$ cat src/sv/mcq_ram.sv
// Generic single-write, single-read RAM with registered read data.
`timescale 1ns / 1ps
`default_nettype none
module mcq_ram #(
	parameter int unsigned WIDTH = 8,
	parameter int unsigned DEPTH = 16
) (
	input  wire logic                     clk,
	input  wire logic                     we,
	input  wire logic [$clog2(DEPTH)-1:0] waddr,
	input  wire logic [WIDTH-1:0]         wdata,
	input  wire logic [$clog2(DEPTH)-1:0] raddr,
	output logic      [WIDTH-1:0]         rdata
);

	logic [WIDTH-1:0] mem [DEPTH];
	logic [WIDTH-1:0] rdata_q;

	// read returns the old contents on a same-address write
	always_ff @(posedge clk) begin
		if (we) begin
			mem[waddr] <= wdata;
		end
		rdata_q <= mem[raddr];
	end

	assign rdata = rdata_q;

endmodule
`default_nettype wire

$ cat config.mk
export PLATFORM = sky130hd
export DESIGN_NAME = mcq_ram
export DESIGN_NICKNAME = d
export VERILOG_FILES = /design/src/sv/mcq_ram.sv
export SDC_FILE = /design/constraint.sdc
export NUM_CORES = 1
export LEC_CHECK = 0
export BUFFER_PORTS_ARGS = -buffer_cell sky130_fd_sc_hd__buf_2
export CAP_MARGIN = 20
export CORE_MARGIN = 5
export CORE_UTILIZATION = 35
export DETAILED_ROUTE_END_ITERATION = 10
export HOLD_SLACK_MARGIN = 0.12
export PLACE_DENSITY = 0.58
export SYNTH_ARGS = -nofsm -noshare
export SYNTH_HDL_FRONTEND = slang
export SYNTH_SLANG_ARGS = --single-unit
$ cat constraint.sdc
create_clock -name clk -period 1.5 [get_ports clk]
set_input_delay 0.075 -clock clk [delete_from_list [all_inputs] [get_ports clk]]
set_output_delay 0.075 -clock clk [all_outputs]
set_load 0.005 [all_outputs]
==> qor.yml <==
dr_wl_met3_um: 484
synth-compound-area-share: 0.0233
core_box_area_um2: 14500
slowest_delay_ps: 510
postSynthRegisterBits: 136
multi_input_area_um2: 1060
fin_nets: 313
ff2ff_path_depth: 3
cp-end-kind: "flop"
drt_iter0_drc: 203
syn2layout_area_growth_pct: 21.6
path_cells: "mux4_1, a22oi_1, nand2_1"
tritoncts_buffer_count: 17
worst_slew_margin_rel: 0.535
yosys_warnings: 0
number_of_design_rule_violations_left_after_detail_routing: 0
vias_per_cell: 5.13
grt_pass1_vias: 2665
drive_gt1_frac: 0.309
ys_types: 19
cts_root_buf: "clkbuf_16"
criticalPathCategory: "reg2reg"
report.final.setup_viol: 0
antenna_found_initial: 0
post-synth-top-count-cell: "edfxtp_1"
met2_wirelength_mm: 4.88
grt_pass1_wl_mm: 16.0
chipHeight_um: 131
max-cap-violations: 0
postRouteAntennaNets: 0
finalSetupTns_ps: 0
final_core_util: 0.432
synthesis.instances: 229
synth-adder-area-share: 0
initial_utilization: 0.356
cts_max_level: 4
clk_pin_slew_ps: 50
grt_setup_unrepaired: "false"
netlist.top_cell.by_area: "edfxtp_1"
clock_path_buffers: 2
worst-r2r-setup-slack_ps: 120
die_width_um: 131
static-leakage-power_nw: 2.14
post-route-min-period_ps: 1380
routabilityCongestion: 0.702
synth-xor-area-share: 0
num_antenna_cells: 0
timing.critical_path.buf_inv: 0
num_io_pins: 26
final.fill_count: 1257
num_rows: 44
post-dp-hpwl_mm: 6.66
vias: 2518
timing.hold.worst_path_depth: 3
min-delay-start: "waddr[0]"
grt_start_max_net_pins: 28
synth_simple_gate_area_share: 0.0318
largest_voltage_drop_on_the_vdd_net_mv: 0.757
worst_ep_required_ps: 1800
transition_time_of_the_tightest_slew_check_pin_ps: 695
hold_violations: 0
synthesis.area_per_instance_um2: 22.5
cts_sinks: 136
worst_setup_path_start_kind: "flop"
critPathMaxFanout: 1
cellPowerDensity_nw_per_um2: 1360
tritoncts_clock_tree: "built"
drt_first_pass_iters: 4
wl_per_cell_um: 21.3
synthMuxAreaShare: 0.150
mappedNetlistNets: 247
grt_usage: 0.128
post_cts.repair.setup_buffers: 0
worst_hold_path_ep: "mem[0][7]$_DFFE_PP_"
synth_top_cells_by_area: "edfxtp_1, mux4_2, mux4_1, dfxtp_1, a22oi_1"
seq_area_um2: 4000
cp_top_family: "multiplexers"
r2r-start: "mem[1][0]$_DFFE_PP_"
slew_viol_final: 0
postSynth.asyncResetShare: 0
worstPathArrival_ps: 1680
fin_crit_sh: 0.923
mappedNetlistArea_um2: 5150
status: "completed"
yosys_most_used_dff: "edfxtp_1"
port_buffers: 25
worst_r2r_endpoint: "rdata[0]$_DFF_P_"
grt.overflow.total: 0
worst_hold_path_type: "in2reg"
synth_enable_flop_cells: 128
fmax_mhz: 722
clock_latency_ps: 420
route.top_layer_used: "met4"
largest_family_of_logic_cells_by_synthesized_area: "multiplexers"
seq_area_frac_synth: 0.778
die_area_um2: 17200
synth.cells.most_frequent: "edfxtp_1, mux4_2, a22oi_1"
synth.top_cell.area_share: 0.747
finalWirelength_mm: 10.4
worst_clock_skew_ps: 5.05
critical_path_top_delay_cell: "mux4_1"
m1WireLength_mm: 4.87
==> worst register-to-register path, stage by stage (launching register included) <==
cell and delay, ps:
edfxtp_1 350, mux4_1 510, a22oi_1 290, nand2_1 110
==> cell usage in the layout (no fill, tap or decap), types with 2 or more instances in the layout <==
master         instances
nor2_1                13
nand2_1                9
mux4_2                18
clkinv_2               6
dfxtp_1                8
nand3b_1               2
dlygate4sd3_1          8
clkinv_1               4
a22oi_1               16
mux4_1                14
buf_12                 3
bufinv_16              2
buf_2                 25
nand2b_1               2
edfxtp_1             128
buf_4                 21
clkbuf_16             17
nor3_1                 3
==> flip-flops by register name, summed over array words and instances, names as in the netlist <==
name / cells
mem: 128
rdata: 8
==> repair_timing <==
item                      4_1_cts  5_1_grt
resized for setup               0        0
hold buffers                    8        0
hold endpoints to repair      128        0
==> layer usage <==
metal,vias to the layer above,global-route usage
met2,57,0.185
met5,-,0
met3,20,0.0420
met4,0,0.0600
li1,1107,-
met1,1334,0.175
==> how the worst max path moves through the flow <==
stage	end	slack [ps]	depth (start not counted)	from
floorplan	mem[3][0]$_DFFE_PP_	160	2	waddr[2]
global placement	rdata[3]$_DFF_P_	-60	5	raddr[0]
detailed placement	rdata[3]$_DFF_P_	-70	5	raddr[0]
CTS	rdata[0]$_DFF_P_	100	3	mem[1][0]$_DFFE_PP_
global route	rdata[3]$_DFF_P_	80	3	mem[1][3]$_DFFE_PP_
finish	rdata[0]$_DFF_P_	120	3	mem[1][0]$_DFFE_PP_
==> through the flow <==
step | std cells | setup WS (ps) | power (mW) | hold WS (ps) | area [um^2]
after detailed placement | 452 | -70.2 | 4.78 | 464 | 5640
after global placement | 452 | -64.4 | 4.76 | 459 | 5640
final | 491 | 116 | 8.53 | 216 | 6260
after CTS | 491 | 95.2 | 8.62 | 198 | 6260
after global routing | 491 | 79.1 | 8.82 | 217 | 6260
after floorplan | 229 | 159 | 4.56 | 174 | 5150
==> report_power, final <==
group          switching [mW]  internal, mW  leakage, nW  total [mW]
Sequential             0.0278          4.25         1.22        4.28
Combinational           0.228         0.196        0.644       0.424
Clock                    1.45          2.38        0.269        3.83
==> cell families after synthesis <==
group           after synthesis
mux                          32
flops                       136
buf+inv                      10
compound gates               16
simple gates                 35
==> cell type report <==
cell class,instances,share of cell area
multi-input cells,83,0.170
repair buffers,57,0.0675
clock buffers,18,0.0685
flip-flops and latches,136,0.639
clock inverters,13,0.0180
well taps,184,0.0368
(Power assumes the default switching activity.)
